**src/design/khce_pkg.sv**
```systemverilog
package khce_pkg;

  // One keyframe as it sits in the key table.
  typedef struct packed {
    logic signed [31:0] key_time;
    logic signed [31:0] key_value;
    logic signed [31:0] tangent_in;
    logic signed [31:0] tangent_out;
  } key_t;

  localparam int KEY_W = $bits(key_t);

  // Payload of one input transfer.
  typedef struct packed {
    logic              opcode;
    logic [5:0]        key_index;
    logic signed [31:0] key_time;
    logic signed [31:0] key_value;
    logic signed [31:0] tangent_in;
    logic signed [31:0] tangent_out;
    logic signed [31:0] query_time;
  } item_t;

  // Input opcodes
  localparam logic OPC_LOAD  = 1'b0;
  localparam logic OPC_QUERY = 1'b1;

  // Result status codes
  localparam logic [1:0] ST_OK   = 2'd0;
  localparam logic [1:0] ST_FEW  = 2'd1;
  localparam logic [1:0] ST_ZLEN = 2'd2;

  // Datapath operations
  typedef logic [4:0] op_t;
  localparam op_t OP_NONE  = 5'd0;
  localparam op_t OP_LOAD  = 5'd1;
  localparam op_t OP_START = 5'd2;
  localparam op_t OP_ZERO  = 5'd3;
  localparam op_t OP_SMALL = 5'd4;
  localparam op_t OP_K0    = 5'd5;
  localparam op_t OP_K1    = 5'd6;
  localparam op_t OP_PREP  = 5'd7;
  localparam op_t OP_HZ    = 5'd8;
  localparam op_t OP_DIV   = 5'd9;
  localparam op_t OP_SFIN  = 5'd10;
  localparam op_t OP_M0    = 5'd11;
  localparam op_t OP_M1    = 5'd12;
  localparam op_t OP_M1L   = 5'd13;
  localparam op_t OP_COEF  = 5'd14;
  localparam op_t OP_HABS  = 5'd15;
  localparam op_t OP_HLO   = 5'd16;
  localparam op_t OP_HHI   = 5'd17;
  localparam op_t OP_HCMB  = 5'd18;
  localparam op_t OP_HADD  = 5'd19;
  localparam op_t OP_FIN   = 5'd20;

  // Horner step: which term gets added after the product
  typedef logic [1:0] step_t;
  localparam step_t STEP_C2 = 2'd0;
  localparam step_t STEP_M0 = 2'd1;
  localparam step_t STEP_V0 = 2'd2;

  typedef struct packed {
    op_t   op;
    step_t step;
  } cmd_t;

  typedef struct packed {
    logic found;   // key time at or after query time
    logic h_zero;  // zero-length segment
  } sts_t;

  localparam int DIV_BITS = 49;  // |dt| * 2^16 dividend
  localparam logic signed [63:0] SAT_LIM  = 64'sh2000_0000_0000_0000;
  localparam logic [63:0]        PH_LIM   = 64'h0000_2000_0000_0000;
  localparam logic [48:0]        S_LIM    = 49'h0_0000_8000_0000;
  localparam logic signed [63:0] I32_MAX  = 64'sh0000_0000_7FFF_FFFF;
  localparam logic signed [63:0] I32_MIN  = -64'sh0000_0000_8000_0000;

endpackage

```
**src/design/khce_ctrl.sv**
```systemverilog
module khce_ctrl #(
  parameter int MAX_KEYS = 64,
  localparam int AW = $clog2(MAX_KEYS),
  localparam int NW = $clog2(MAX_KEYS + 1)
) (
  input  logic            clk,
  input  logic            rst_n,
  input  logic            in_valid,
  input  logic            in_opcode,
  output logic            in_ready,
  output logic            out_valid,
  input  logic            out_ready,
  input  logic            cfg_we,
  input  logic [6:0]      cfg_wdata,
  input  khce_pkg::sts_t  sts,
  output khce_pkg::cmd_t  cmd,
  output logic [AW-1:0]   raddr
);

  localparam logic [4:0] S_IDLE  = 5'd0;
  localparam logic [4:0] S_ZERO  = 5'd1;
  localparam logic [4:0] S_RD0   = 5'd2;
  localparam logic [4:0] S_SMALL = 5'd3;
  localparam logic [4:0] S_RD    = 5'd4;
  localparam logic [4:0] S_CMP   = 5'd5;
  localparam logic [4:0] S_F0    = 5'd6;
  localparam logic [4:0] S_F1    = 5'd7;
  localparam logic [4:0] S_F2    = 5'd8;
  localparam logic [4:0] S_PREP  = 5'd9;
  localparam logic [4:0] S_CHKH  = 5'd10;
  localparam logic [4:0] S_DIV   = 5'd11;
  localparam logic [4:0] S_SFIN  = 5'd12;
  localparam logic [4:0] S_M0    = 5'd13;
  localparam logic [4:0] S_M1    = 5'd14;
  localparam logic [4:0] S_M1L   = 5'd15;
  localparam logic [4:0] S_COEF  = 5'd16;
  localparam logic [4:0] S_HABS  = 5'd17;
  localparam logic [4:0] S_HLO   = 5'd18;
  localparam logic [4:0] S_HHI   = 5'd19;
  localparam logic [4:0] S_HCMB  = 5'd20;
  localparam logic [4:0] S_HADD  = 5'd21;
  localparam logic [4:0] S_FIN   = 5'd22;

  logic [4:0]    state_r, state_nxt;
  logic [6:0]    count_r, count_nxt;
  logic [AW-1:0] cnt_r, cnt_nxt;
  logic [AW-1:0] seg_r, seg_nxt;
  logic [5:0]    div_r, div_nxt;
  logic [1:0]    step_r, step_nxt;
  logic          out_valid_r, out_valid_nxt;
  logic [NW-1:0] n_c;
  logic          in_fire, out_free, res_load;

  assign n_c = (int'(count_r) > MAX_KEYS) ? NW'(MAX_KEYS) : NW'(count_r);
  assign in_ready = (state_r == S_IDLE);
  assign in_fire  = in_valid && in_ready;
  assign out_free = !out_valid_r || out_ready;
  assign out_valid = out_valid_r;

  always_comb begin
    state_nxt = state_r;
    cnt_nxt   = cnt_r;
    seg_nxt   = seg_r;
    div_nxt   = div_r;
    step_nxt  = step_r;
    res_load  = 1'b0;
    cmd.op    = khce_pkg::OP_NONE;
    cmd.step  = step_r;
    unique case (state_r)
      S_IDLE: begin
        if (in_fire) begin
          if (in_opcode == khce_pkg::OPC_LOAD) begin
            cmd.op = khce_pkg::OP_LOAD;
          end else begin
            cmd.op  = khce_pkg::OP_START;
            cnt_nxt = '0;
            if (n_c == '0) begin
              state_nxt = S_ZERO;
            end else if (n_c == NW'(1)) begin
              state_nxt = S_RD0;
            end else begin
              state_nxt = S_RD;
            end
          end
        end
      end
      S_ZERO: begin
        if (out_free) begin
          cmd.op    = khce_pkg::OP_ZERO;
          res_load  = 1'b1;
          state_nxt = S_IDLE;
        end
      end
      S_RD0: state_nxt = S_SMALL;
      S_SMALL: begin
        if (out_free) begin
          cmd.op    = khce_pkg::OP_SMALL;
          res_load  = 1'b1;
          state_nxt = S_IDLE;
        end
      end
      S_RD: state_nxt = S_CMP;
      S_CMP: begin
        if (sts.found || (NW'(cnt_r) == n_c - NW'(1))) begin
          seg_nxt   = (cnt_r == '0) ? '0 : cnt_r - AW'(1);
          state_nxt = S_F0;
        end else begin
          cnt_nxt   = cnt_r + AW'(1);
          state_nxt = S_RD;
        end
      end
      S_F0: state_nxt = S_F1;
      S_F1: begin
        cmd.op    = khce_pkg::OP_K0;
        state_nxt = S_F2;
      end
      S_F2: begin
        cmd.op    = khce_pkg::OP_K1;
        state_nxt = S_PREP;
      end
      S_PREP: begin
        cmd.op    = khce_pkg::OP_PREP;
        state_nxt = S_CHKH;
      end
      S_CHKH: begin
        if (sts.h_zero) begin
          if (out_free) begin
            cmd.op    = khce_pkg::OP_HZ;
            res_load  = 1'b1;
            state_nxt = S_IDLE;
          end
        end else begin
          div_nxt   = '0;
          state_nxt = S_DIV;
        end
      end
      S_DIV: begin
        cmd.op = khce_pkg::OP_DIV;
        if (div_r == 6'(khce_pkg::DIV_BITS - 1)) begin
          state_nxt = S_SFIN;
        end else begin
          div_nxt = div_r + 6'd1;
        end
      end
      S_SFIN: begin
        cmd.op    = khce_pkg::OP_SFIN;
        state_nxt = S_M0;
      end
      S_M0: begin
        cmd.op    = khce_pkg::OP_M0;
        state_nxt = S_M1;
      end
      S_M1: begin
        cmd.op    = khce_pkg::OP_M1;
        state_nxt = S_M1L;
      end
      S_M1L: begin
        cmd.op    = khce_pkg::OP_M1L;
        state_nxt = S_COEF;
      end
      S_COEF: begin
        cmd.op    = khce_pkg::OP_COEF;
        step_nxt  = khce_pkg::STEP_C2;
        state_nxt = S_HABS;
      end
      S_HABS: begin
        cmd.op    = khce_pkg::OP_HABS;
        state_nxt = S_HLO;
      end
      S_HLO: begin
        cmd.op    = khce_pkg::OP_HLO;
        state_nxt = S_HHI;
      end
      S_HHI: begin
        cmd.op    = khce_pkg::OP_HHI;
        state_nxt = S_HCMB;
      end
      S_HCMB: begin
        cmd.op    = khce_pkg::OP_HCMB;
        state_nxt = S_HADD;
      end
      S_HADD: begin
        cmd.op = khce_pkg::OP_HADD;
        if (step_r == khce_pkg::STEP_V0) begin
          state_nxt = S_FIN;
        end else begin
          step_nxt  = step_r + 2'd1;
          state_nxt = S_HABS;
        end
      end
      S_FIN: begin
        if (out_free) begin
          cmd.op    = khce_pkg::OP_FIN;
          res_load  = 1'b1;
          state_nxt = S_IDLE;
        end
      end
      default: state_nxt = S_IDLE;
    endcase
  end

  always_comb begin
    case (state_r)
      S_RD:    raddr = cnt_r;
      S_F0:    raddr = seg_r;
      S_F1:    raddr = seg_r + AW'(1);
      default: raddr = '0;
    endcase
  end

  assign count_nxt = cfg_we ? cfg_wdata : count_r;
  assign out_valid_nxt = res_load ? 1'b1 : ((out_valid_r && out_ready) ? 1'b0 : out_valid_r);

  always_ff @(posedge clk) begin
    if (!rst_n) begin
      state_r     <= S_IDLE;
      count_r     <= '0;
      out_valid_r <= 1'b0;
      cnt_r       <= '0;
      seg_r       <= '0;
      div_r       <= '0;
      step_r      <= khce_pkg::STEP_C2;
    end else begin
      state_r     <= state_nxt;
      count_r     <= count_nxt;
      out_valid_r <= out_valid_nxt;
      cnt_r       <= cnt_nxt;
      seg_r       <= seg_nxt;
      div_r       <= div_nxt;
      step_r      <= step_nxt;
    end
  end

  a_scan_bound: assert property (@(posedge clk) disable iff (!rst_n)
    state_r == S_CMP |-> NW'(cnt_r) < n_c)
    else $error("key scan ran past the key count");

  a_seg_bound: assert property (@(posedge clk) disable iff (!rst_n)
    state_r == S_F1 |-> (NW'(seg_r) + NW'(1)) < n_c)
    else $error("segment end beyond key count");

  a_div_len: assert property (@(posedge clk) disable iff (!rst_n)
    state_r == S_SFIN |-> $past(state_r) == S_DIV && $past(div_r) == 6'(khce_pkg::DIV_BITS - 1))
    else $error("divide left early");

  a_no_overwrite: assert property (@(posedge clk) disable iff (!rst_n)
    res_load |-> (!out_valid_r || out_ready))
    else $error("result register overwritten while held");

endmodule

```
**config.mk**
```make
export PLATFORM = sky130hd
export DESIGN_NAME = khce_ctrl
export DESIGN_NICKNAME = d
export VERILOG_FILES = /design/src/design/khce_pkg.sv /design/src/design/khce_ctrl.sv
export SDC_FILE = /design/constraint.sdc
export NUM_CORES = 1
export LEC_CHECK = 0
export ABC_AREA = 1
export BUFFER_PORTS_ARGS = -buffer_cell sky130_fd_sc_hd__buf_2
export CAP_MARGIN = 20
export CORE_ASPECT_RATIO = 1.25
export CORE_UTILIZATION = 55
export CTS_BUF_LIST = sky130_fd_sc_hd__clkbuf_4
export CTS_CLUSTER_DIAMETER = 100
export CTS_CLUSTER_SIZE = 24
export DETAILED_ROUTE_END_ITERATION = 16
export GPL_ROUTABILITY_DRIVEN = 0
export PLACE_DENSITY_LB_ADDON = 0.08
export SLEW_MARGIN = 20
export SYNTH_ARGS = -nofsm -noshare
export SYNTH_HDL_FRONTEND = slang
export SYNTH_SLANG_ARGS = --single-unit
```
**constraint.sdc**
```tcl
create_clock -name clk -period 5.5 [get_ports clk]
set_input_delay 0.825 -clock clk [delete_from_list [all_inputs] [get_ports clk]]
set_output_delay 0.825 -clock clk [all_outputs]
set_load 0.05 [all_outputs]
```
==> reports/metrics.csv <==
stage;metric;value;unit
detailed_routing;Via density;5.543;
logic_synthesis;fraction of registers with async set or reset after synthesis;0;
finish;Inserted Diodes;0;
detailed_routing;drt pass-1 iters;5;
finish;fin nets;446;
pwr;Clock power frac;0.260;
setup_path;critical path peak fanout;9;
setup_path;Crit path largest cell delay;0.55;ns
flow_run;max cap viols;0;
logic_synthesis;syn avg cell area;6.400;um^2
logic_synthesis;Seq/Total Area, Yosys;0.2640;
timing;Tmin final;3.064;ns
setup_path;CP Cell Sequence;nand2_1 -> nor2_2 -> inv_1 -> nor2_1 -> nand2_1 -> o211ai_1 -> buf_2;
logic_synthesis;number of synthesized flops with an enable pin;0;
logic_synthesis;Synth Net Count;415;
logic_synthesis;synthesized cell area;2502;um^2
logic_synthesis;main flop type after synthesis;dfxtp_1;
detailed_routing;Total Wirelength;6.194;mm
detailed_routing;initial DRC count;251;
logic_synthesis;register bit total from synthesis;33;
clocking;CTS H-tree depth;2;
grt;largest net degree at the start of global routing;17;
clocking;CTS tree;built;
clocking;Post-CTS Hold Buffers;0;
setup_path;worst endpoint required time;4.68;ns
detailed_routing;wire per inst;12.88;um
finish;area grow syn2layout;9.600;%
pwr;switching share of power;0.3583;
timing;TNS Setup;0;ns
grt;first-pass GRT wire length;10.56;mm
detailed_routing;DRT antenna net count;0;
timing;RSZ-0062 raised after global routing;no;
logic_synthesis;Yosys cell types;44;
hold_path;Worst Hold Class;reg2reg;
clocking;CTS Buffer Depth;2;
setup_path;Crit Path Class;reg2out;
logic_synthesis;YS warnings;0;
grt;All-Layer GR Usage;0.2734;
logic_synthesis;Mapped Cells;391;
setup_path;Arr. time, crit path;2.24;ns
setup_path;Top cell by count, worst path;nand2_1;
pwr;total power;0.5113;mW
die;core box area;4392;um^2
timing;final count of hold timing violations;0;
clocking;Post-CTS Repair Setup Buffers;0;
timing;Fmax achieved;326.4;MHz
pwr;internal cell power;0.3281;mW
die;Die Wd;62.33;um
clocking;Resized Gates After CTS;0;
die;Initial Util;0.5698;
setup_path;CP max-delay cell;dfxtp_1;
clocking;CTS root buf;clkbuf_4;
clocking;Clk Latency, worst-skew pair;0.35;ns
pwr;switching power;0.1832;mW
die;Die ar.;4825;um^2
grt;grt ovf;0;
timing;relative max-transition margin;0.5779;
timing;crit share post-route;0.5570;
setup_path;crit path launch type;flip-flop;
pwr;Worst VDD drop;0.1763;mV
timing;Final Setup Violations;0;
die;die height;77.42;um
finish;fillers;443;
finish;layout cells sized above 1;0.1749;
clocking;clk sinks;33;
timing;Worst Skew;0.01023;ns
run_status;status;complete, no violations;
placed_design;DP HPWL;4.824;mm
grt;initial antenna violation count;0;
clocking;cts bufs inserted;5;
pwr;Comb pwr share;0.246;
detailed_routing;drt drc;0;
timing;slew at the pin closest to its max-slew limit;0.6324;ns
setup_path;Setup crit end kind;output pin;
timing;final number of max-transition violations;0;
placed_design;Port Buffers;29;
clocking;Clock transition at path regs;0.10;ns
detailed_routing;Vias;2666;
die;Ports;30;
pwr;pwr/cell area;186.4;nW/um^2
grt;vias in the first global route;2460;
pwr;Lkg Pwr;1.222;nW
pwr;sequential power share;0.494;
die;Site Rows;27;
## flip-flops by register name, indices dropped and copies added, names as in the netlist
signal     cells
cnt_r          6
count_r        7
div_r          6
out_valid      1
seg_r          6
state_r        5
step_r         2
## placed cells by master (no fill, tap or decap), drive strengths merged, types with 8 or more instances in the layout
cell type	count
a21oi	29
buf	29
dfxtp	33
ha	9
inv	59
nand2	93
nand3	31
nor2	61
nor3	8
o211ai	8
o21ai	17
## layer usage
metal / part of all wire / global-route usage
met5: 0 / 0
met4: 0.016 / 0.1233
met3: 0.047 / 0.05294
met2: 0.50 / 0.4813
met1: 0.44 / 0.3182
## power by group through the flow
stage | Sequential (mW) | Combinational, mW | Clock (mW)
6_report | 0.253 | 0.126 | 0.133
5_1_grt | 0.254 | 0.138 | 0.147
4_1_cts | 0.252 | 0.124 | 0.134
3_5_place_dp | 0.258 | 0.124 | 0
3_3_place_gp | 0.258 | 0.123 | 0
2_1_floorplan | 0.258 | 0.0949 | 0
## cell families after synthesis
logic type,count (synthesis),synth area share
simple gates,205,0.3830
compound gates,71,0.1775
buf+inv,65,0.1025
flops,33,0.2640
fa+ha+maj,9,0.04500
xor+xnor,8,0.02800
## per-stage QoR
step / hold slack (ns) / utilization / worst slack (ns) / cell area [um^2] / cells
floorplan: 0.4485 / - / 2.852 / 2502 / 391
global placement: 0.4613 / 0.6131 / 2.733 / 2693 / 473
detailed placement: 0.4749 / 0.6131 / 2.727 / 2693 / 473
CTS: 0.4924 / 0.6245 / 2.491 / 2743 / 481
global route: 0.5272 / 0.6245 / 2.199 / 2743 / 481
finish: 0.4881 / 0.6245 / 2.436 / 2743 / 481
## synth_stat cells (2+ instances only)
| cell | instances | area share |
|---|---|---|
| inv_1 | 49 | 0.074 |
| o31ai_1 | 2 | 0.0060 |
| a21oi_1 | 27 | 0.054 |
| dfxtp_1 | 33 | 0.26 |
| o21ai_1 | 2 | 0.0040 |
| nor2_1 | 53 | 0.079 |
| clkbuf_1 | 3 | 0.0045 |
| a22oi_1 | 2 | 0.0060 |
| a211oi_1 | 2 | 0.0060 |
| xnor2_1 | 2 | 0.0070 |
| a21oi_2 | 2 | 0.0070 |
| nand2_4 | 3 | 0.013 |
| xor2_1 | 6 | 0.021 |
| nand2_2 | 7 | 0.017 |
| nor2_4 | 4 | 0.018 |
| nor2_2 | 4 | 0.010 |
| o211ai_1 | 8 | 0.024 |
| nand3_2 | 2 | 0.0080 |
| nor3_1 | 7 | 0.014 |
| or2_2 | 2 | 0.0050 |
| ha_1 | 9 | 0.045 |
| o21ai_0 | 14 | 0.028 |
| o2111ai_1 | 2 | 0.0070 |
| nand3_1 | 28 | 0.056 |
| nand4_1 | 6 | 0.015 |
| o221ai_1 | 2 | 0.0070 |
| a31oi_1 | 3 | 0.0075 |
| nand2_1 | 83 | 0.12 |
| inv_2 | 9 | 0.013 |
## worst paths after layout
check,from,end,slack [ns],depth (start not counted)
hold reg to reg,div_r[0],div_r[0],0.49,2
setup reg to reg,count_r[6],seg_r[3],3.44,14
hold / removal,div_r[0],div_r[0],0.49,2
setup / recovery,state_r[1],raddr[1],2.44,7
## final cells by class
| cell class | instances | area (um^2) | area share |
|---|---|---|---|
| multi-input combinational | 293 | 1585 | 0.5780 |
| sequential | 33 | 660.6 | 0.2409 |
| inverter | 60 | 229.0 | 0.08349 |
| timing repair buffer | 29 | 145.1 | 0.05292 |
| tap | 58 | 72.57 | 0.02646 |
| clock buffer | 5 | 37.54 | 0.01369 |
| clock inverter | 3 | 12.51 | 0.004562 |
## worst max-delay path, delay by kind of cell, from the launching register on
family	cells	cell delay, ns
DFF	1	0.55
and+or+nand+nor	4	0.84
buffers and inverters	2	0.42
AOI/OAI and AO/OA	1	0.10
No activity file was read; power rests on OpenSTA's default activity.
